<file path="src/rtl/core/assert_macros.svh">
// Assertion macros shared by the core RTL.
// Each macro expands to one labeled concurrent assertion that reports with $error.
`ifndef ASSERT_MACROS_SVH
`define ASSERT_MACROS_SVH

// The condition holds at every clock edge outside reset.
`define ASSERT_ALWAYS(lbl, clk, rst, cond) \
  lbl: assert property (@(posedge clk) disable iff (rst) (cond)) \
    else $error("%m: assertion failed");

// Whenever the antecedent holds, the consequent holds in the same cycle.
`define ASSERT_IMPLIES(lbl, clk, rst, ante, cons) \
  lbl: assert property (@(posedge clk) disable iff (rst) (ante) |-> (cons)) \
    else $error("%m: assertion failed");

`endif

</file>
<file path="src/rtl/core/spiee_ram.sv">
// Generic single-port RAM with registered read data.
// No dependencies; used for the EEPROM array.
module spiee_ram #(
  parameter int WIDTH = 8,
  parameter int DEPTH = 64
) (
  input  logic                     clk,
  input  logic                     we,
  input  logic [$clog2(DEPTH)-1:0] addr,
  input  logic [WIDTH-1:0]         wdata,
  output logic [WIDTH-1:0]         rdata
);

  logic [WIDTH-1:0] mem [DEPTH];

  always_ff @(posedge clk) begin
    if (we) begin
      mem[addr] <= wdata;
    end
    rdata <= mem[addr];
  end

endmodule

</file>
<file path="config.mk">
export PLATFORM = sky130hd
export DESIGN_NAME = spiee_ram
export DESIGN_NICKNAME = d
export VERILOG_FILES = /design/src/rtl/core/assert_macros.svh /design/src/rtl/core/spiee_ram.sv
export SDC_FILE = /design/constraint.sdc
export NUM_CORES = 1
export LEC_CHECK = 0
export BUFFER_PORTS_ARGS = -buffer_cell sky130_fd_sc_hd__buf_2
export CORE_MARGIN = 1.5
export CORE_UTILIZATION = 55
export DETAILED_ROUTE_END_ITERATION = 7
export PLACE_DENSITY_LB_ADDON = 0.1
export RECOVER_POWER = 50
export SLEW_MARGIN = 20
export SYNTH_ARGS = -nofsm -noshare
export SYNTH_HDL_FRONTEND = slang
export SYNTH_SLANG_ARGS = --single-unit
</file>
<file path="constraint.sdc">
create_clock -name clk -period 5.8 [get_ports clk]
set_clock_uncertainty 0.15 [all_clocks]
set_input_delay 1.16 -clock clk [delete_from_list [all_inputs] [get_ports clk]]
set_output_delay 1.16 -clock clk [all_outputs]
set_load 0.05 [all_outputs]
</file>
==> results by group <==
Run status
  – Status: finished with violations
  – Failing checks: capacitance limit, slew limit

Power
  – Leak: 7.20 nW
  – Sw Ratio: 0.216
  – Power Internal: 6.17 mW
  – Clock share of power: 0.413
  – Power share of the combinational group: 0.056
  – Peak supply drop: approximately 300 uV
  – Sequential power share: 0.531
  – NetSw: approximately 1.7 mW
  – P per Cell Area: 348 nW/um2

Synthesis
  – Post-Synth XOR/XNOR Area: 0
  – Sequential area share after synthesis: 0.760
  – Ys Warns: 0
  – Synth Area per Inst: approximately 17 um2
  – Synth Area in Simple Gates: 0.0571
  – Synth Flop Type: edfxtp_1
  – Number of enable flip-flop cells after synthesis: 512
  – #FFs+latches synth: 520
  – Main combinational cell family by area after synthesis: multiplexers
  – Async SR Flop Fraction: 0
  – Synth Area in Compound Gates: 0.0808
  – Mux cell area share after synthesis: 0.0826
  – Adder and majority cell fraction of the synthesized area: 0
  – Netlist cell types: 56
  – Synthesized area: 20400 um2
  – Syn Inst Count: 1171
  – Synth Net Count: 1187

Clock network
  – Postcts setup bufs: 0
  – Clock sinks: 520
  – Clock Tree Root: clkbuf_16
  – Clock latency at the later pin of the worst-skew pair: 0.59 ns
  – Total CTS buffers: 52
  – Longest Clk Path Bufs: 3
  – CTS Hold Bufs: 0
  – Clk pin slew, worst setup/hold paths: 0.06 ns
  – Post_cts resized: 0
  – CTS tree: built
  – H-tree depth: 2

Drt
  – Post-route DRC: 0
  – Pre-antenna DRT Iters: 8
  – Routed wire per std cell: around 30 um
  – Antenna-violating nets left: 0
  – Initial DRC count: 1375
  – Via-to-Cell Ratio: about 6.6
  – WL final: 52400 um
  – Via count: 11300

Setup path
  – Top Family by Delay on Critical Path: buffers and inverters
  – Max incr delay on CP: 2.52 ns
  – Max Fanout on Critical Path: 64
  – Worst EP required: 5.50 ns
  – CP startpoint kind: input pin
  – Cell Chain, Critical Path: buf_2 > clkbuf_1
  – WS Path Type: in2reg
  – Crit. End Element: register
  – Slowest CP cell: clkbuf_1
  – CP bufs+invs: 2
  – Arrival time at the worst endpoint: 3.85 ns

STA
  – Slew Limit Fails: 520
  – Fin crit share: 0.716
  – Tmin final: a little over 4 ns
  – RSZ-0062 raised after global routing: no
  – Worst Tran Pin Value: 3.64 ns
  – Final setup violation count: 0
  – Worst hold slack: 0.619 ns
  – Relative slew slack: -1.43
  – Post-Route Setup TNS: 0 ns
  – FMAX: 241 MHz
  – Final Hold Vio Count: 0

Placement
  – Number of buffers added on ports: 23
  – Routability cong.: between 0.8 and 0.9
  – Detailed placement HPWL: 31200 um

Floorplan
  – # rows: 70
  – Io pins: 24
  – Starting density of the core: 0.559
  – Die area: 38300 um2
  – Die width: 196 um
  – Chip height: 196 um
  – Core area: about 37000 um2

Global route
  – Antenna violations before repair: 1
  – GRT Resource Usage Total: 0.278
  – Vias in the first global route: 11100
  – Global route overflow: 0
  – First-pass GRT wire length: 76100 um
  – Pin count of the biggest net entering global routing: 67

Finish
  – Nets: 1215
  – ANT cells: 0
  – Fraction of layout cells with a size suffix above 1: 0.135
  – Area growth, synth to finish: 10.5%

Job
  – Max-cap viol count: 8

Min path
  – Worst hold-check path type: reg2reg
[cells in the final DEF, fill, tap and decap left out, drive strengths merged, types with 4 or more instances in the layout]
master,netlist,final
nand3b,12,12
and4,6,6
and2,10,10
nand2,45,45
buf,45,39
clkbuf,36,94
a221o,11,11
nor2,82,82
nand3,8,8
edfxtp,512,512
a21oi,28,28
clkinv,0,13
mux2,12,12
a22oi,40,40
a22o,10,10
a211oi,6,6
o31ai,5,5
a221oi,21,21
a32oi,7,7
or3b,5,5
mux4,41,41
nor2b,8,8
nand2b,24,24
o221ai,9,9
o21ai,11,11
a21o,4,4
o2bb2ai,7,7
and3,9,9
dfxtp,8,8
o22ai,22,22
mux2i,63,63
o22a,11,11
a31oi,15,15
[layer usage]
layer | global-route usage | vias up | share of wire
met3 | 0.0552 | 97 | 0.093
li1 | - | 4803 | -
met4 | 0.0937 | 0 | 0.030
met2 | 0.425 | 662 | 0.46
met5 | 0 | - | 0
met1 | 0.406 | 5779 | 0.41
[cell families after synthesis]
logic type / count (synthesis)
flip-flops: 520
buffers and inverters: 84
AND/OR/NAND/NOR: 229
AO/OA/AOI/OAI: 222
multiplexers: 116
[power by group through the flow]
stage          registers (mW)  logic, mW  clock network [mW]
4_1_cts                  4.17      0.444                3.28
6_report                 4.19      0.442                3.25
3_3_place_gp             4.25      0.439                   0
3_5_place_dp             4.25      0.443                   0
5_1_grt                  4.19      0.466                3.41
2_1_floorplan            4.28      0.226                   0
[Yosys cell counts, types with 10 or more instances]
library cell	number	area (um2)
edfxtp_1	512	15400
nor2_1	82	308
mux2i_1	63	631
nand2_1	45	169
mux4_2	41	923
a22oi_1	40	300
clkbuf_1	36	135
buf_2	30	150
a21oi_1	28	140
nand2b_1	24	150
o22ai_1	22	138
a221oi_1	21	184
a31oi_1	15	93.8
nand3b_1	12	90.1
a221o_1	11	110
o22a_1	11	96.3
a22o_1	10	87.6
[through the flow]
stage	util	setup WS [ns]	cell area, um2	cells	power, mW
2_1_floorplan	-	2.39	20400	1171	4.50
3_3_place_gp	0.574	1.26	21000	1613	4.69
3_5_place_dp	0.574	1.18	21000	1613	4.70
4_1_cts	0.619	1.80	22600	1709	7.90
5_1_grt	0.617	1.47	22600	1709	8.06
6_report	0.617	1.65	22600	1709	7.88
[worst min-delay path: cells and delay by family, from the launching register on]
kind             cells  cell delay (ns)
AO/OA/AOI/OAI        2             0.20
AND/OR/NAND/NOR      2             0.22
flip-flops           1             0.32
[area by class of cell]
type	count	area (um2)
Clock inverter	18	164
Fill cell	2677	14000
Inverter	3	11.3
Timing Repair Buffer	55	327
Sequential cell	520	15500
Clock buffer	78	1470
Tap cell	468	586
Multi-Input combinational cell	567	4510
[flip-flops by register name, indices dropped and copies added, names as in the netlist]
signal,count
rdata,8
mem,512
[worst paths after layout]
path         cells after the start    endpoint        from  slack, ns
min reg2reg                      4    rdata[1]  mem[39][1]       0.62
min                              4    rdata[1]  mem[39][1]       0.62
max reg2reg                      5    rdata[7]   mem[0][7]       3.51
max                              2  mem[27][2]    wdata[2]       1.65
No activity file was read; power rests on OpenSTA's default activity.
