--- src/rtl/core/assert_macros.svh ---
// Assertion macros shared by the core RTL.
// Each macro expands to one labeled concurrent assertion that reports with $error.
`ifndef ASSERT_MACROS_SVH
`define ASSERT_MACROS_SVH

// The condition holds at every clock edge outside reset.
`define ASSERT_ALWAYS(lbl, clk, rst, cond) \
  lbl: assert property (@(posedge clk) disable iff (rst) (cond)) \
    else $error("%m: assertion failed");

// Whenever the antecedent holds, the consequent holds in the same cycle.
`define ASSERT_IMPLIES(lbl, clk, rst, ante, cons) \
  lbl: assert property (@(posedge clk) disable iff (rst) (ante) |-> (cons)) \
    else $error("%m: assertion failed");

`endif

--- src/rtl/core/spiee_pkg.sv ---
// Shared types and constants for the SPI serial EEPROM slave core.
// Used by every core module except spiee_ram; depends on nothing else.
package spiee_pkg;

  localparam int BYTE_W        = 8;
  localparam int REQ_W         = 2;
  localparam int CFG_IDX_W     = 2;
  localparam int MEM_DEPTH_DEF = 65536;
  localparam int PAGE_SIZE_DEF = 64;
  localparam int OUTQ_DEPTH    = 4;

  // Bus event kinds carried with each input word.
  localparam logic [REQ_W-1:0] REQ_SELECT  = 2'd0;
  localparam logic [REQ_W-1:0] REQ_RELEASE = 2'd1;
  localparam logic [REQ_W-1:0] REQ_XFER    = 2'd2;

  // Configuration register indexes.
  localparam logic [CFG_IDX_W-1:0] CFG_READ_OP   = 2'd0;
  localparam logic [CFG_IDX_W-1:0] CFG_WRITE_OP  = 2'd1;
  localparam logic [CFG_IDX_W-1:0] CFG_STATUS_OP = 2'd2;

  localparam logic [BYTE_W-1:0] READ_OP_RST   = 8'd3;
  localparam logic [BYTE_W-1:0] WRITE_OP_RST  = 8'd2;
  localparam logic [BYTE_W-1:0] STATUS_OP_RST = 8'd5;

  typedef enum logic [2:0] {
    PH_IDLE,
    PH_RD_HI,
    PH_RD_LO,
    PH_RD_DATA,
    PH_WR_HI,
    PH_WR_LO,
    PH_WR_DATA,
    PH_STATUS
  } phase_t;

  typedef struct packed {
    logic [BYTE_W-1:0] read_op;
    logic [BYTE_W-1:0] write_op;
    logic [BYTE_W-1:0] status_op;
  } opcodes_t;

endpackage

--- src/rtl/core/spiee_outq.sv ---
// Output queue that holds result words until the receiver takes them.
// Depends on spiee_pkg for its depth and word width.
module spiee_outq
  import spiee_pkg::*;
(
  input  logic              clk,
  input  logic              rst,
  input  logic              push,
  input  logic [BYTE_W-1:0] push_data,
  output logic              m_tvalid,
  input  logic              m_tready,
  output logic [BYTE_W-1:0] m_tdata
);

  localparam int QAW = $clog2(OUTQ_DEPTH);
  localparam int QCW = $clog2(OUTQ_DEPTH + 1);

  logic [BYTE_W-1:0] store [OUTQ_DEPTH];
  logic [QAW-1:0]    head, head_next;
  logic [QAW-1:0]    tail, tail_next;
  logic [QCW-1:0]    fill, fill_next;
  logic              pop;

  assign m_tvalid = (fill != '0);
  assign m_tdata  = store[head];
  assign pop      = m_tvalid && m_tready;

  always_comb begin
    head_next = head;
    tail_next = tail;
    fill_next = fill;
    if (pop) begin
      head_next = (head == QAW'(OUTQ_DEPTH - 1)) ? '0 : head + QAW'(1);
    end
    if (push) begin
      tail_next = (tail == QAW'(OUTQ_DEPTH - 1)) ? '0 : tail + QAW'(1);
    end
    if (push && !pop) begin
      fill_next = fill + QCW'(1);
    end else if (pop && !push) begin
      fill_next = fill - QCW'(1);
    end
  end

  always_ff @(posedge clk) begin
    if (rst) begin
      head <= '0;
      tail <= '0;
      fill <= '0;
    end else begin
      head <= head_next;
      tail <= tail_next;
      fill <= fill_next;
    end
    if (push) begin
      store[tail] <= push_data;
    end
  end

endmodule

--- config.mk ---
export PLATFORM = sky130hd
export DESIGN_NAME = spiee_outq
export DESIGN_NICKNAME = d
export VERILOG_FILES = /design/src/rtl/core/assert_macros.svh /design/src/rtl/core/spiee_pkg.sv /design/src/rtl/core/spiee_outq.sv
export SDC_FILE = /design/constraint.sdc
export NUM_CORES = 1
export LEC_CHECK = 0
export ABC_AREA = 1
export BUFFER_PORTS_ARGS = -buffer_cell sky130_fd_sc_hd__buf_2
export CAP_MARGIN = 20
export CORE_ASPECT_RATIO = 0.8
export CORE_UTILIZATION = 40
export DETAILED_ROUTE_END_ITERATION = 10
export GPL_ROUTABILITY_DRIVEN = 0
export MAX_ROUTING_LAYER = met4
export SLEW_MARGIN = 20
export SYNTH_ARGS = -nofsm -noshare
export SYNTH_HDL_FRONTEND = slang
export SYNTH_SLANG_ARGS = --single-unit
--- constraint.sdc ---
create_clock -name clk -period 4.2 [get_ports clk]
set_input_delay 0.42 -clock clk [delete_from_list [all_inputs] [get_ports clk]]
set_output_delay 0.42 -clock clk [all_outputs]
set_load 0.02 [all_outputs]
==> results.md, run 1 <==
* Layout cells sized above 1 at 18.8%
* Leakage at 0.759 nW
* Syn Nets at 158
* Number of top-level pins at 21
* Antenna Nets Post-Route at 0
* Maximum vdd drop at 259 uV
* # hold bufs at CTS at 0
* Post-Syn Instances at 139
* CP peak stage delay at 660 ps
* Clk slew on worst S/H paths at 70 ps
* Largest net degree at the start of global routing at 18
* CTS root buf: clkbuf_8
* Ant diodes at 0
* Post-cts sizing count at 0
* Initial DRT Pass Iterations at 4
* Critical path launch point type: flip-flop
* Max Fclk at 0.471 GHz
* Most frequent cells in the layout: edfxtp_1 (32), nor2_1 (24), buf_2 (20)
* Via/cell ratio at 4.77
* Clock Path Buffers at 2
* Crit. End Element: output pin
* Slew Limit Fails at 0
* Buf/Inv on CP at 2
* Worst path slowest cell: dfxtp_1
* RSZ-0062 raised after global routing: false
* CTS sink cnt at 41
* Final core area utilization at 48.5%
* Filler cells at 362
* Yosys cell types at 20
* Design Area, Final at 1890 sq um
* Synthesis Warnings at 0
* #FFs+latches synth at 41
* Max Cap Viol at 0
* Synthesized area at 1670 sq um
* # DRC at 0
* DRT Wirelength at 2.92 mm
* WP data required at 3780 ps
* Die width at 74.1 um
* Fin Clk Skew at 4.33 ps
* Starting density of the core at 42.7%
* Worst skew pair latency at 290 ps
* Input/output buffers at 20
* CORE AREA at 3900 sq um
* Number of global-route vias before repair at 1058
* H-tree depth at 2
* Crit path DAT at 1700 ps
* Commonest non-fill, non-tap cell in the layout: edfxtp_1
* Setup TNS at 0 ps
* Crit-path cells: inv_2, o21ai_0, o22ai_1, buf_2
* Syn Area/Cell at 12.0 sq um
* Hold Path Class: in2reg
* Worst Path Max Fanout at 17
* Slew margin rel. at 64.0%
* Initial antenna violation count at 0
* CTS tree: built
* Die ar. at 4430 sq um
* Sequential area share after synthesis at 68.5%
* Initial DRC Count at 62
* Detailed placement HPWL at 2.00 mm
* WL per Instance at 13.3 um
* Power density over the cells at 582 nW/um^2
* Hold Fails Final Rpt at 0
* Die H at 59.7 um
* Nets at 183
* Overall routing resource usage at 15.5%
* Standard-cell row count at 20
* Fin crit share at 50.5%
* Area grow syn2layout at 13.7%
* Slew at the pin closest to its max-slew limit at 539 ps
* CP top delay family: flip-flops
* Tmin final at 2120 ps
* Placed inst area at 1810 sq um
* Outcome: finished, final reports clean
* Final setup viols at 0
* First-pass GRT wire length at 4.69 mm
* CTS Buf Count at 5
* Crit path kind: reg2out
* Vias at 1050
* Post-CTS setup buffer count at 0
* GRT overflow at 0
==> final timing paths <==
check / cells after the start / endpoint / slack [ps] / start
setup / recovery: 4 / m_tdata[3] / 2080 / flip-flop
setup reg to reg: 12 / fill[2]$_SDFFE_PP0P_ / 2450 / fill[0]$_SDFFE_PP0P_
hold / removal: 2 / tail[0]$_SDFFE_PP0P_ / 320 / rst
hold reg to reg: 2 / fill[1]$_SDFFE_PP0P_ / 540 / fill[1]$_SDFFE_PP0P_
==> synthesized netlist by cell type <==
master | instances | area, sq um
a21oi_1 | 3 | 15.0
buf_6 | 2 | 22.5
dfxtp_1 | 9 | 180
edfxtp_1 | 32 | 961
fa_1 | 1 | 20.0
ha_1 | 6 | 75.1
inv_1 | 15 | 56.3
inv_2 | 1 | 3.75
nand2_1 | 13 | 48.8
nand3_1 | 1 | 5.00
nand3b_1 | 1 | 7.51
nand4_1 | 1 | 6.26
nor2_1 | 24 | 90.1
nor2_2 | 2 | 12.5
nor3_1 | 1 | 5.00
o21ai_0 | 14 | 70.1
o21ai_1 | 2 | 10.0
o21ai_2 | 2 | 17.5
o22ai_1 | 8 | 50.1
xor2_1 | 1 | 8.76
==> worst register-to-register path: stages, from the launching register on <==
cell and delay [ps]:
dfxtp_1 350, nor2_1 100, nand2_1 100, nand2_1 130, ha_1 180, inv_1 70, fa_1 380, inv_1 70
nand2_1 60, nand3_1 80, nand2_1 50, inv_1 40, nor2_1 30
==> power breakdown <==
group	total, mW	switching (mW)	internal (mW)
logic	0.337	0.218	0.119
clock network	0.240	0.123	0.116
registers	0.524	0.0442	0.480
==> cells by family after synthesis <==
family | Yosys count | share of synthesized area (%)
and+or+nand+nor | 43 | 10.5
DFF | 41 | 68.5
AOI/OAI and AO/OA | 29 | 9.77
buffers and inverters | 18 | 4.96
adders and majority gates | 7 | 5.71
xor gates and xnor gates | 1 | 0.526
==> per-stage QoR <==
step | hold WS, ps | cells | total power [mW] | setup slack (ps)
finish | 319 | 220 | 1.10 | 2080
global placement | 504 | 212 | 0.852 | 2460
detailed placement | 530 | 212 | 0.873 | 2360
global route | 322 | 220 | 1.18 | 1880
CTS | 312 | 220 | 1.11 | 2040
floorplan | 483 | 139 | 0.774 | 2480
==> sequential cells by signal, summed over array words and instances, names as in the netlist, named ones only <==
register,count
fill,3
head,2
store,32
tail,2
==> area by class of cell <==
type / count / area, sq um / area share (%)
Tap cell: 55 / 68.8 / 3.64
Clock inverter: 1 / 5.00 / 0.264
Multi-Input combinational cell: 80 / 442 / 23.3
Clock buffer: 7 / 76.3 / 4.03
Timing Repair Buffer: 20 / 100 / 5.29
Sequential cell: 41 / 1140 / 60.3
Inverter: 16 / 60.1 / 3.17
==> metal layers <==
metal | up-vias | global-route usage (%) | wire length (um)
met2 | 19 | 26.9 | 1440
met5 | - | - | 0
li1 | 528 | - | -
met3 | 3 | 6.07 | 145
met1 | 500 | 16.5 | 1310
met4 | 0 | 4.12 | 21
Note: power is estimated with default switching activity, not from simulation.
==> run 2: changes to the inputs <==
ABC_AREA = 0   (was 1)
clock period = 1.7 ns   (was 4.2 ns; I/O delays follow)
==> run 2 against run 1 <==
The run now ends with negative setup slack left; register-to-register slack worse by 2600 ps; final cell count is 19% lower; worst hold slack worse by 230 ps; design area is 2.6% higher; power is 130% higher; sequential cell count stayed put; critical path depth is 3 higher; synthesized area is 3.1% lower; critical endpoint is now fill[2]$_SDFFE_PP0P_.
==> results.md, run 2 <==
* CORE AREA at 3830 sq um (was 3900 sq um)
* Number of top-level pins at 21 (unchanged)
* DRT Wirelength at 2.68 mm (was 2.92 mm)
* Setup TNS at -159 ps (was 0 ps)
* Sequential area share after synthesis at 70.7% (was 68.5%)
* Worst Setup Slack, final at -159 ps (was 2080 ps)
* Async S/R FF share, synth at 0% (unchanged)
* Largest cells by area after synthesis: edfxtp_1 (60%), dfxtp_1 (11%), mux4_2 (11%), ha_1 (4.7%), mux2i_1 (1.9%) (was edfxtp_1 (58%), dfxtp_1 (11%), nor2_1 (5.4%), ha_1 (4.5%), o21ai_0 (4.2%))
* Antenna Nets Post-Route at 0 (unchanged)
* Fin crit share at 109%
* CTS root buf: clkbuf_8 (unchanged)
* Ant diodes at 0 (unchanged)
* Post-synth top cells: edfxtp_1 (32), dfxtp_1 (9), mux4_2 (8) (was edfxtp_1 (32), nor2_1 (24), inv_1 (15))
* Clk slew on worst S/H paths at 70 ps (about the same)
* Hold Fails Final Rpt at 0 (unchanged)
* Yosys cell types at 20 (unchanged)
* Leakage at 0.723 nW (was 0.759 nW)
* First-pass GRT wire length at 4.07 mm (was 4.69 mm)
* Detailed placement HPWL at 1.85 mm (was 2.00 mm)
* WP data required at 1930 ps (was 3780 ps)
* Sequential share of power at 48.7% (was 47.6%)
* Post-Syn Instances at 86 (was 139)
* GRT overflow at 0 (unchanged)
* Post-synth top area cell: edfxtp_1 (unchanged)
* Overall routing resource usage at 14.4% (was 15.5%)
* CTS Buf Count at 5 (unchanged)
* Violated checks: negative setup slack
* Syn Nets at 105 (was 158)
* Clock Path Buffers at 2 (unchanged)
* Worst Path Max Fanout at 4 (was 17)
* Initial DRT Pass Iterations at 4 (unchanged)
* Vias at 836 (was 1050)
* Synthesis Warnings at 0 (unchanged)
* Input/output buffers at 20 (unchanged)
* Area grow syn2layout at 20.4% (was 13.7%)
* Die width at 73.0 um (was 74.1 um)
* Maximum vdd drop at 482 uV (was 259 uV)
* P_sw at 0.720 mW (was 0.386 mW)
* Worst path slowest cell: dfxtp_2 (was dfxtp_1)
* Critical path launch point type: flip-flop (unchanged)
* Slew Limit Fails at 0 (unchanged)
* Count leader, synth: edfxtp_1 (unchanged)
* Share of the synthesized area in the top cell type at 59.5% (was 57.7%)
* Crit-path cells: o31ai_4, ha_2, inv_2, fa_2, xor2_1, or3_1, a21oi_2 (was inv_2, o21ai_0, o22ai_1, buf_2)
* Layout cells sized above 1 at 43.9% (was 18.8%)
* Outcome: finished, violations left (was finished, final reports clean)
* Slew at the pin closest to its max-slew limit at 485 ps (was 539 ps)
* Hold Path Class: in2reg (unchanged)
* Regs by FF count: store x32, fill x3 (unchanged)
* Starting density of the core at 42.2% (was 42.7%)
* Clock power frac at 23.5% (was 21.8%)
* WL per Instance at 15.1 um (was 13.3 um)
* Synthesized area at 1610 sq um (was 1670 sq um)
* # hold bufs at CTS at 0 (unchanged)
* Nets at 141 (was 183)
* Final setup viols at 1 (was 0)
* Max reg flops at 32 (unchanged)
* RSZ-0062 raised after global routing: true (was false)
* Commonest non-fill, non-tap cell in the layout: edfxtp_1 (unchanged)
* Crit path DAT at 2090 ps (was 1700 ps)
* Power density over the cells at 1310 nW/um^2 (was 582 nW/um^2)
* Crit path kind: reg2reg (was reg2out)
* Number of global-route vias before repair at 833 (was 1058)
* Switching part of the total power at 28.4% (was 35.0%)
* Most frequent cells in the layout: edfxtp_1 (32), buf_2 (20), buf_4 (11) (was edfxtp_1 (32), nor2_1 (24), buf_2 (20))
* Die H at 58.8 um (was 59.7 um)
* Largest net degree at the start of global routing at 13 (was 18)
* Number of synthesized flops with an enable pin at 32 (unchanged)
* Slew margin rel. at 67.7% (was 64.0%)
* CTS sink cnt at 41 (unchanged)
* CP peak stage delay at 340 ps (was 660 ps)
* H-tree depth at 2 (unchanged)
* Cell Int Power at 1.82 mW (was 0.715 mW)
* Max Cap Viol at 0 (unchanged)
* Tmin final at 1860 ps
* Final core area utilization at 50.8% (was 48.5%)
* Initial DRC Count at 50 (was 62)
* Combinational share of power at 27.8% (was 30.6%)
* CTS tree: built (unchanged)
* Die ar. at 4290 sq um (was 4430 sq um)
* Via/cell ratio at 4.70 (was 4.77)
* # DRC at 0 (unchanged)
* Standard-cell row count at 20 (unchanged)
* Initial antenna violation count at 0 (unchanged)
* Largest Register: store (unchanged)
* Crit. End Element: flip-flop (was output pin)
* #FFs+latches synth at 41 (unchanged)
* Dominant synthesized flop cell: edfxtp_1 (unchanged)
* Worst skew pair latency at 290 ps (about the same)
* Fin Clk Skew at 3.32 ps (was 4.33 ps)
* Syn Area/Cell at 18.8 sq um (was 12.0 sq um)
* Max Fclk at 0.538 GHz
[run 2: power groups by stage]
stage                     Combinational [mW]  Clock, mW  Sequential, mW
after CTS                              0.686      0.611            1.24
after floorplan                        0.473          0            1.25
after global routing                   0.762      0.654            1.25
final                                  0.704      0.596            1.24
after global placement                 0.658          0            1.25
after detailed placement               0.676          0            1.26
[run 2: area by class of cell]
| class | instances | area, sq um |
|---|---|---|
| fillers | 329 | 1890 |
| flip-flops and latches | 41 | 1140 |
| multi-input cells | 39 | 452 |
| repair buffers | 31 | 183 |
| clock buffers | 7 | 76.3 |
| well taps | 55 | 68.8 |
| inverters | 4 | 15.0 |
| clock inverters | 1 | 3.75 |
[run 2: cells by family (layout without fill, tap and decap cells)]
| family | Yosys count | count (layout) | share of synthesized area (%) |
|---|---|---|---|
| AO/OA/AOI/OAI | 5 | 5 | 2.79 |
| buffers and inverters | 6 | 43 | 1.86 |
| multiplexers | 11 | 11 | 13.0 |
| AND/OR/NAND/NOR | 14 | 14 | 4.65 |
| flip-flops | 41 | 41 | 70.7 |
| XOR/XNOR | 2 | 2 | 1.09 |
| adder cells (fa/ha/maj) | 7 | 7 | 5.89 |
[run 2: final timing paths]
check                        from                    end  slack, ps  cells past startpoint
max          fill[2]$_SDFFE_PP0P_   fill[2]$_SDFFE_PP0P_       -160                      7
min reg2reg  head[0]$_SDFFE_PP0P_              flip-flop        510                      2
min                  push_data[0]  store[0][0]$_DFFE_PP_         90                      1
max reg2reg  fill[2]$_SDFFE_PP0P_   fill[2]$_SDFFE_PP0P_       -160                      7
[run 2: timing repair]
action / in CTS / in global routing
pin swaps: 4 / 3
endpoints found under the hold margin: 0 / 0
gates resized for setup: 2 / 1
buffers inserted: 1 / 2
endpoints found under the setup margin: 1 / 1
[run 2: critical path: cells and delay by family, from the launching register on]
kind	cells	cell delay, ps
AO/OA/AOI/OAI	2	370
flip-flops	1	340
adder cells (fa/ha/maj)	2	550
buffers and inverters	1	40
XOR/XNOR	1	160
AND/OR/NAND/NOR	1	330
[run 2: stage by stage]
step	setup WS, ps	std cells	total power, mW	area [sq um]	hold WS (ps)
floorplan	-138	86	1.72	1620	232
global placement	-93.5	167	1.91	1840	381
detailed placement	-147	167	1.93	1840	393
global route	-217	178	2.66	1940	87.9
finish	-159	178	2.54	1940	90.9
CTS	-153	176	2.53	1920	85.8
[run 2: metal layers]
layer  track usage (%)  wire length (um)  up-vias
met5                 -                 0        -
met4              8.40                55        0
met3              4.45               117        5
met2              22.1              1350       16
met1              16.8              1160      418
li1                  -                 -      397
