$ cat src/rtl/core/assert_macros.svh
// Assertion macros shared by the core RTL.
// Each macro expands to one labeled concurrent assertion that reports with $error.
`ifndef ASSERT_MACROS_SVH
`define ASSERT_MACROS_SVH

// The condition holds at every clock edge outside reset.
`define ASSERT_ALWAYS(lbl, clk, rst, cond) \
  lbl: assert property (@(posedge clk) disable iff (rst) (cond)) \
    else $error("%m: assertion failed");

// Whenever the antecedent holds, the consequent holds in the same cycle.
`define ASSERT_IMPLIES(lbl, clk, rst, ante, cons) \
  lbl: assert property (@(posedge clk) disable iff (rst) (ante) |-> (cons)) \
    else $error("%m: assertion failed");

`endif

$ cat src/rtl/core/spiee_pkg.sv
// Shared types and constants for the SPI serial EEPROM slave core.
// Used by every core module except spiee_ram; depends on nothing else.
package spiee_pkg;

  localparam int BYTE_W        = 8;
  localparam int REQ_W         = 2;
  localparam int CFG_IDX_W     = 2;
  localparam int MEM_DEPTH_DEF = 65536;
  localparam int PAGE_SIZE_DEF = 64;
  localparam int OUTQ_DEPTH    = 4;

  // Bus event kinds carried with each input word.
  localparam logic [REQ_W-1:0] REQ_SELECT  = 2'd0;
  localparam logic [REQ_W-1:0] REQ_RELEASE = 2'd1;
  localparam logic [REQ_W-1:0] REQ_XFER    = 2'd2;

  // Configuration register indexes.
  localparam logic [CFG_IDX_W-1:0] CFG_READ_OP   = 2'd0;
  localparam logic [CFG_IDX_W-1:0] CFG_WRITE_OP  = 2'd1;
  localparam logic [CFG_IDX_W-1:0] CFG_STATUS_OP = 2'd2;

  localparam logic [BYTE_W-1:0] READ_OP_RST   = 8'd3;
  localparam logic [BYTE_W-1:0] WRITE_OP_RST  = 8'd2;
  localparam logic [BYTE_W-1:0] STATUS_OP_RST = 8'd5;

  typedef enum logic [2:0] {
    PH_IDLE,
    PH_RD_HI,
    PH_RD_LO,
    PH_RD_DATA,
    PH_WR_HI,
    PH_WR_LO,
    PH_WR_DATA,
    PH_STATUS
  } phase_t;

  typedef struct packed {
    logic [BYTE_W-1:0] read_op;
    logic [BYTE_W-1:0] write_op;
    logic [BYTE_W-1:0] status_op;
  } opcodes_t;

endpackage

$ cat src/rtl/core/spiee_decode.sv
// Command decoder: select tracking, command phase, address and page offset.
// Depends on spiee_pkg; drives the RAM request for one word per cycle.
module spiee_decode
  import spiee_pkg::*;
#(
  parameter int MEM_DEPTH = MEM_DEPTH_DEF,
  parameter int PAGE_SIZE = PAGE_SIZE_DEF,
  localparam int AW = $clog2(MEM_DEPTH)
) (
  input  logic              clk,
  input  logic              rst,
  input  logic              item_valid,
  input  logic [REQ_W-1:0]  req_type,
  input  logic [BYTE_W-1:0] mosi_byte,
  input  opcodes_t          opcodes,
  output logic [AW-1:0]     mem_addr,
  output logic              mem_we,
  output logic [BYTE_W-1:0] mem_wdata,
  output logic              res_valid,
  output logic              res_read
);

  localparam int OW = (PAGE_SIZE > 1) ? $clog2(PAGE_SIZE) : 1;

  phase_t        phase, phase_next;
  logic          selected, selected_next;
  logic [AW-1:0] hi_mod, hi_mod_next;
  logic [AW-1:0] base_mod, base_mod_next;
  logic [AW-1:0] cur_index, cur_index_next;
  logic [OW-1:0] page_offset, page_offset_next;

  logic [AW-1:0] hi_tab [256];
  logic [AW-1:0] lo_tab [256];
  logic [AW:0]   base_sum;
  logic [AW:0]   idx_inc;
  logic          xfer;
  logic          rd;

  // Residues of the address bytes modulo the memory depth.
  for (genvar g = 0; g < 256; g++) begin : g_tab
    assign hi_tab[g] = AW'((g * 256) % MEM_DEPTH);
    assign lo_tab[g] = AW'(g % MEM_DEPTH);
  end

  assign base_sum = {1'b0, hi_mod} + {1'b0, lo_tab[mosi_byte]};
  assign idx_inc  = {1'b0, cur_index} + (AW+1)'(1);
  assign xfer     = item_valid && (req_type == REQ_XFER) && selected;
  assign rd       = xfer && (phase == PH_RD_DATA);

  assign mem_addr  = cur_index;
  assign mem_we    = xfer && (phase == PH_WR_DATA);
  assign mem_wdata = mosi_byte;

  always_comb begin
    phase_next       = phase;
    selected_next    = selected;
    hi_mod_next      = hi_mod;
    base_mod_next    = base_mod;
    cur_index_next   = cur_index;
    page_offset_next = page_offset;
    if (item_valid && (req_type == REQ_SELECT)) begin
      selected_next = 1'b1;
      phase_next    = PH_IDLE;
    end else if (item_valid && (req_type == REQ_RELEASE)) begin
      selected_next = 1'b0;
    end else if (xfer) begin
      case (phase)
        PH_IDLE: begin
          if (mosi_byte == opcodes.read_op) begin
            phase_next = PH_RD_HI;
          end else if (mosi_byte == opcodes.write_op) begin
            phase_next = PH_WR_HI;
          end else if (mosi_byte == opcodes.status_op) begin
            phase_next = PH_STATUS;
          end
        end
        PH_RD_HI, PH_WR_HI: begin
          hi_mod_next = hi_tab[mosi_byte];
          phase_next  = (phase == PH_RD_HI) ? PH_RD_LO : PH_WR_LO;
        end
        PH_RD_LO, PH_WR_LO: begin
          if (base_sum >= (AW+1)'(MEM_DEPTH)) begin
            base_mod_next = AW'(base_sum - (AW+1)'(MEM_DEPTH));
          end else begin
            base_mod_next = base_sum[AW-1:0];
          end
          cur_index_next   = base_mod_next;
          page_offset_next = '0;
          phase_next       = (phase == PH_RD_LO) ? PH_RD_DATA : PH_WR_DATA;
        end
        PH_RD_DATA, PH_WR_DATA: begin
          // At the end of the page the access returns to the base address.
          if (page_offset == OW'(PAGE_SIZE - 1)) begin
            page_offset_next = '0;
            cur_index_next   = base_mod;
          end else begin
            page_offset_next = page_offset + OW'(1);
            if (idx_inc == (AW+1)'(MEM_DEPTH)) begin
              cur_index_next = '0;
            end else begin
              cur_index_next = idx_inc[AW-1:0];
            end
          end
        end
        default: begin
          phase_next = phase;
        end
      endcase
    end
  end

  always_ff @(posedge clk) begin
    if (rst) begin
      phase     <= PH_IDLE;
      selected  <= 1'b0;
      res_valid <= 1'b0;
    end else begin
      phase     <= phase_next;
      selected  <= selected_next;
      res_valid <= item_valid;
    end
    hi_mod      <= hi_mod_next;
    base_mod    <= base_mod_next;
    cur_index   <= cur_index_next;
    page_offset <= page_offset_next;
    res_read    <= rd;
  end

endmodule

$ cat config.mk
export PLATFORM = sky130hd
export DESIGN_NAME = spiee_decode
export DESIGN_NICKNAME = d
export VERILOG_FILES = /design/src/rtl/core/assert_macros.svh /design/src/rtl/core/spiee_pkg.sv /design/src/rtl/core/spiee_decode.sv
export SDC_FILE = /design/constraint.sdc
export NUM_CORES = 1
export LEC_CHECK = 0
export BUFFER_PORTS_ARGS = -buffer_cell sky130_fd_sc_hd__buf_2
export CORE_MARGIN = 8
export CORE_UTILIZATION = 29
export CTS_BUF_LIST = sky130_fd_sc_hd__clkbuf_2
export DETAILED_ROUTE_END_ITERATION = 7
export HOLD_SLACK_MARGIN = 0.05
export PLACE_DENSITY = 0.46
export SYNTH_ARGS = -nofsm -noshare
export SYNTH_HDL_FRONTEND = slang
export SYNTH_SLANG_ARGS = --single-unit
$ cat constraint.sdc
create_clock -name clk -period 3.66 [get_ports clk]
set_input_delay 0.732 -clock clk [delete_from_list [all_inputs] [get_ports clk]]
set_output_delay 0.732 -clock clk [all_outputs]
set_load 0.02 [all_outputs]
==> results of run 1 <==
==> cells in the mapped netlist (2+ instances only) <==
cell | count | area (um2)
sky130_fd_sc_hd__a21oi_1 | 8 | 40.0
sky130_fd_sc_hd__a22oi_1 | 5 | 37.5
sky130_fd_sc_hd__and3_1 | 3 | 18.8
sky130_fd_sc_hd__buf_2 | 3 | 15.0
sky130_fd_sc_hd__buf_4 | 8 | 60.1
sky130_fd_sc_hd__clkbuf_1 | 5 | 18.8
sky130_fd_sc_hd__dfxtp_1 | 6 | 120
sky130_fd_sc_hd__edfxtp_1 | 46 | 1380
sky130_fd_sc_hd__ha_1 | 3 | 37.5
sky130_fd_sc_hd__inv_1 | 3 | 11.3
sky130_fd_sc_hd__mux2i_1 | 7 | 70.1
sky130_fd_sc_hd__nand2_1 | 27 | 101
sky130_fd_sc_hd__nand2b_1 | 2 | 12.5
sky130_fd_sc_hd__nand3_1 | 12 | 60.1
sky130_fd_sc_hd__nand4_1 | 7 | 43.8
sky130_fd_sc_hd__nor2_1 | 23 | 86.3
sky130_fd_sc_hd__nor2b_1 | 3 | 18.8
sky130_fd_sc_hd__nor3_1 | 5 | 25.0
sky130_fd_sc_hd__nor4_1 | 4 | 25.0
sky130_fd_sc_hd__o21ai_0 | 19 | 95.1
sky130_fd_sc_hd__xnor2_1 | 24 | 210
sky130_fd_sc_hd__xor2_1 | 19 | 166
==> cell type report <==
| cell class | instances | share of cell area (%) |
|---|---|---|
| flip-flops and latches | 52 | 46.8 |
| well taps | 129 | 5.04 |
| clock inverters | 3 | 0.585 |
| inverters | 3 | 0.351 |
| multi-input cells | 183 | 35.8 |
| repair buffers | 66 | 10.5 |
| clock buffers | 5 | 0.781 |
| diodes | 1 | 0.0781 |
==> worst min-delay path by stage <==
stage	start	endpoint	slack (ns)
finish	hi_mod[14]$_DFFE_PP_	base_mod[14]$_DFFE_PP_	0.48
global route	rst	res_valid$_SDFF_PP0_	0.42
CTS	rst	res_valid$_SDFF_PP0_	0.43
detailed placement	hi_mod[8]$_DFFE_PP_	base_mod[8]$_DFFE_PP_	0.45
global placement	hi_mod[8]$_DFFE_PP_	base_mod[8]$_DFFE_PP_	0.43
floorplan	hi_mod[10]$_DFFE_PP_	base_mod[10]$_DFFE_PP_	0.43
==> cells in the final DEF (no fill, tap or decap), drive strengths merged, types with 2 or more instances in the layout <==
cell / synthesis / routed
a21oi: 8 / 8
a22oi: 5 / 5
and3: 3 / 3
buf: 11 / 66
clkbuf: 5 / 5
clkinvlp: 0 / 2
dfxtp: 6 / 6
edfxtp: 46 / 46
ha: 3 / 3
inv: 3 / 3
mux2i: 7 / 7
nand2: 27 / 27
nand2b: 2 / 2
nand3: 12 / 12
nand4: 7 / 7
nor2: 23 / 23
nor2b: 3 / 3
nor3: 5 / 5
nor4: 4 / 4
o21ai: 19 / 19
xnor2: 24 / 24
xor2: 19 / 19
==> power by group <==
group / internal (mW) / total (mW) / switching (mW)
combinational: 0.0373 / 0.0785 / 0.0412
sequential: 0.641 / 0.642 / 0.000445
clock: 0.0442 / 0.222 / 0.178
==> sequential cells by signal, summed over array words and instances (netlist names) <==
register	count
page_offset	6
res_valid	1
res_read	1
phase	3
mem_addr	16
selected	1
hi_mod	8
base_mod	16
==> metrics by stage <==
step | instances | hold slack, ns
floorplan | 254 | 0.426
global placement | 433 | 0.431
detailed placement | 433 | 0.445
CTS | 441 | 0.430
global route | 442 | 0.419
finish | 442 | 0.482
==> per-layer routing <==
layer	up-vias	routed length [um]	track usage [%]
li1	1022	-	-
met5	-	0	0
met1	864	3090	13.5
met4	0	88	3.46
met2	51	2860	16.5
met3	5	269	2.54
==> cells by family after synthesis <==
kind of cell / share of synthesized area [%]
muxes: 2.54
xor gates and xnor gates: 13.7
DFF: 54.5
and+or+nand+nor: 15.4
buffers and inverters: 3.82
adders and majority gates: 1.36
AOI/OAI and AO/OA: 8.72
==> out/qor.txt, run 1 <==
final std cell area, no fill = 3210 um2
placed inst area = 3160 um2
prevailing post-synth register cell = sky130_fd_sc_hd__edfxtp_1
maximum operating frequency = 0.423 GHz
core footprint = 9240 um2
time the worst path needs with I/O delays and setup = 2.36 ns
Slew @ Worst Pin = 0.838 ns
pin count of the biggest net entering global routing = 30
drt via density = 4.39
insertion delay to the later sink of the worst-skew pair = 0.41 ns
cell area after synthesis = 2750 um2
critical path startpoint category = primary input
Setup Buffers After CTS = 0
leakage power summed over all cells = 1.21 nW
part of the cycle the worst path needs = 64.6%
cells along the critical path = buf_2, nor2b_1, nand3_1, nor3_1, buf_2
Crit. End Element = primary output
cell count along the critical path = 5
number of violations of the max-capacitance limit = 0
antenna violations before repair = 1
Die X = 113 um
floorplan die area = 12900 um2
first-iteration detailed-routing DRC count = 48
routability-driven placement congestion ratio = 0.712
wire per inst = 14.3 um
end-of-flow core utilization = 34.7%
Post-synth ARST share = 0%
Clock H-tree levels = 2
Peak VDD IR = 0.134 mV
final sum of negative setup slack = 0 ns
number of synthesized flops with an enable pin = 46
post_cts resized = 0
area overhead of the layout relative to synthesis = 16.4%
hold-critical path depth = 0
Syn Inst Count = 254
share of synthesized area occupied by flip-flops and latches = 54.5%
count of yosys warnings during synthesis = 0
area of combinational cells with multiple inputs = 1150 um2
total of flip-flops plus latches after synthesis = 52
Synth Area per Inst = 10.8 um2
Worst Setup SP = item_valid
maximum fanout along the worst path = 5
cell type group with the largest total delay on the critical path = simple AND/OR/NAND/NOR gates
Detailed Place HPWL = 4810 um
unique cell type count in the Yosys netlist = 34
clock skew after layout = 0.0134 ns
Buf+Inv Stages, Crit Path = 2
effective utilization at floorplan = 29.8%
vias in the first global route = 2057
setup slack of the worst register-to-register path = 1.44 ns
CTS Buffer Depth = 2
number of placement rows = 35
worst slack, placed = 1.30 ns
fillcell total = 975
total number of clock tree sinks = 52
Final Hold Violating Endpoints = 0
aggregate global-route resource usage = 10.4%
Data arrival, critical path = 1.63 ns
Final WS setup = 1.30 ns
DR DRC count = 0
Pwr per Cell Area = 294 nW/um2
length in cells of the worst reg-to-reg path = 5
antenna violation net count after detailed routing = 0
DR vias = 1942
worst setup path endpoint = mem_we
final count of negative-setup-slack endpoints = 0
Slew Limit Headroom = 44.0%
Crit Reg-Reg Endpoint = mem_addr[15]$_DFFE_PP_
Hold-fix buffers, CTS = 0
number of I/O pins = 64
first-pass iteration count of the detailed router = 4
class of the most critical setup path = primary input to primary output
Clock Tree Root = sky130_fd_sc_hd__clkbuf_2
remaining global-route overflow = 0
clock tree from TritonCTS = yes
net count after synthesis = 294
Required @ worst endpoint = 2.93 ns
cell mode on critical path = sky130_fd_sc_hd__buf_2
register cell area after layout = 1500 um2
unrepaired setup endpoints after global routing = no
run status = completed
overall power = 0.943 mW
Die Ht = 113 um
first-pass GRT wire length = 10700 um
ratio of cells with drive above 1 in the final layout = 23.4%
clock input transition at the sequential cells of the worst setup and hold paths = 0.26 ns
max-slew violation total from the final report = 0
cell at the slowest stage of the critical path = sky130_fd_sc_hd__nor3_1
count of port buffers added during placement = 63
maximum cell stage delay along the critical path = 0.26 ns
CTS Buf Count = 5
reg-to-reg critical path startpoint = phase[0]$_SDFFE_PP0P_
Post-layout nets = 351
worst min-delay path category = flop to flop
aggregate routed wire length = 6310 um
Note: power is estimated with default switching activity, not from simulation.
==> inputs of run 2 (changes only) <==
Clock period 3.66 ns to 2.25 ns, I/O delays scaled along.
==> run 2 against run 1 <==
Utilization grew 1.1 points. Hold slack lost 0.30 ns. Final area grew 3.2%. Global-route usage grew 0.41 points. Non-clock buffer count grew 10. Clock skew shrank 0.00062 ns. Count of clock-buffer cells in the layout is the same. Via count grew 7.6%. Routed wire length grew 8.2%. First-iteration DRC count grew 46%. Largest power group unchanged. Highest routed layer unchanged.
==> out/qor.txt, run 2 (synthesis gave the netlist of run 1 again) <==
DR DRC count = 0
part of the total power dissipated in combinational logic = 7.9%
CTS Buf Count = 5
effective utilization at floorplan = 29.8%
Clock Tree Root = sky130_fd_sc_hd__clkbuf_2
first-iteration detailed-routing DRC count = 70
WHS = 0.186 ns
cell-internal power = 1.28 mW
Slew Limit Headroom = 64.6%
routability-driven placement congestion ratio = 0.732
post_cts resized = 0
length in cells of the worst reg-to-reg path = 6
critical path startpoint category = flop
maximum fanout along the worst path = 6
Post-layout nets = 361
insertion delay to the later sink of the worst-skew pair = 0.43 ns
part of the cycle the worst path needs = 91.6%
share of power burned in the clock network = 28.7%
Data arrival, critical path = 2.35 ns
number of placement rows = 35
Die Ht = 113 um
first-pass GRT wire length = 11000 um
number of violations of the max-capacitance limit = 0
ratio of cells with drive above 1 in the final layout = 26.1%
leakage power summed over all cells = 1.27 nW
overall power = 1.65 mW
Slew @ Worst Pin = 0.527 ns
DR vias = 2090
CTS Buffer Depth = 2
clock skew after layout = 0.0128 ns
net switching fraction of the power = 22.0%
drt via density = 4.62
Clock H-tree levels = 2
wire per inst = 15.1 um
Die X = 113 um
unrepaired setup endpoints after global routing = no
Detailed Place HPWL = 5140 um
setup slack of the worst register-to-register path = 0.19 ns
max-slew violation total from the final report = 0
final count of negative-setup-slack endpoints = 0
clock input transition at the sequential cells of the worst setup and hold paths = 0.26 ns
class of the most critical setup path = flop to flop
reg-to-reg critical path startpoint = mem_addr[1]$_DFFE_PP_
worst min-delay path category = primary input to flop
aggregate global-route resource usage = 10.8%
core footprint = 9240 um2
hold-critical path depth = 2
final std cell area, no fill = 3310 um2
antenna violation net count after detailed routing = 0
total number of clock tree sinks = 52
most frequent standard cell in the layout excluding fill and tap cells = sky130_fd_sc_hd__buf_2
sw power = 0.362 mW
vias in the first global route = 2136
final sum of negative setup slack = 0 ns
Pwr per Cell Area = 498 nW/um2
Final Hold Violating Endpoints = 0
count of port buffers added during placement = 63
Hold-fix buffers, CTS = 0
Setup Buffers After CTS = 0
antenna violations before repair = 1
Crit Reg-Reg Endpoint = mem_addr[12]$_DFFE_PP_
floorplan die area = 12900 um2
Peak VDD IR = 0.198 mV
terminating pin of the worst hold path = selected$_SDFFE_PP0N_
aggregate routed wire length = 6830 um
remaining global-route overflow = 0
area overhead of the layout relative to synthesis = 20.1%
first-pass iteration count of the detailed router = 4
Required @ worst endpoint = 2.54 ns
fillcell total = 962
maximum operating frequency = 0.485 GHz
number of I/O pins = 64
leading cell types in the layout, fill and taps excluded = sky130_fd_sc_hd__buf_2, sky130_fd_sc_hd__edfxtp_1, sky130_fd_sc_hd__nand2_1, sky130_fd_sc_hd__xnor2_1, sky130_fd_sc_hd__nor2_1
sequential fraction of design power = 63.4%
Hold Crit Start = rst
clock tree from TritonCTS = yes
Crit. End Element = flop
pin count of the biggest net entering global routing = 23
time the worst path needs with I/O delays and setup = 2.06 ns
placed inst area = 3190 um2
run status = completed
==> run 2: cell type report <==
class	count	area, um2	share of cell area, %
multi-input combinational	183	1150	34.9
antenna	1	2.50	0.0757
clock buffer	5	25.0	0.757
clock inverter	3	37.5	1.14
tap	129	161	4.88
inverter	3	11.3	0.341
sequential	52	1500	45.4
timing repair buffer	76	413	12.5
==> run 2: power groups by stage <==
stage | combinational (mW) | sequential [mW] | clock, mW
detailed placement | 0.132 | 1.06 | 0
finish | 0.130 | 1.04 | 0.473
CTS | 0.133 | 1.04 | 0.492
global route | 0.142 | 1.04 | 0.530
floorplan | 0.0706 | 1.07 | 0
global placement | 0.130 | 1.06 | 0
==> run 2: how the worst max path moves through the flow <==
stage                          start                      to  slack [ns]  cells after the start
2_1_floorplan             item_valid   mem_addr[0]$_DFFE_PP_        0.22                      4
3_3_place_gp              item_valid   mem_addr[3]$_DFFE_PP_        0.30                      6
3_5_place_dp   mem_addr[0]$_DFFE_PP_  mem_addr[12]$_DFFE_PP_        0.20                      6
4_1_cts        mem_addr[0]$_DFFE_PP_  mem_addr[12]$_DFFE_PP_        0.18                      6
5_1_grt        mem_addr[1]$_DFFE_PP_  mem_addr[12]$_DFFE_PP_        0.03                      6
6_report       mem_addr[1]$_DFFE_PP_  mem_addr[12]$_DFFE_PP_        0.19                      6
==> run 2: per-layer routing <==
metal / track usage [%] / wire [um] / vias up
met2: 16.9 / 2990 / 61
met5: 0 / 0 / -
li1: - / - / 1041
met1: 14.2 / 3410 / 983
met4: 3.46 / 87 / 0
met3: 2.69 / 333 / 5
==> run 2: worst max-delay path, stage by stage, from the launching register on <==
cell and delay (ns):
sky130_fd_sc_hd__edfxtp_1 0.52, sky130_fd_sc_hd__ha_1 0.30, sky130_fd_sc_hd__nand4_1 0.26, sky130_fd_sc_hd__nor4_1 0.38, sky130_fd_sc_hd__xor2_1 0.20, sky130_fd_sc_hd__mux2i_1 0.10
sky130_fd_sc_hd__o21ai_0 0.16
==> run 2: stage by stage <==
| step | utilization (%) | cells | setup slack (ns) |
|---|---|---|---|
| CTS | 35.2 | 444 | 0.177 |
| finish | 35.8 | 452 | 0.189 |
| global route | 35.8 | 452 | 0.0322 |
| global placement | 34.5 | 436 | 0.301 |
| floorplan | - | 254 | 0.224 |
| detailed placement | 34.5 | 436 | 0.204 |
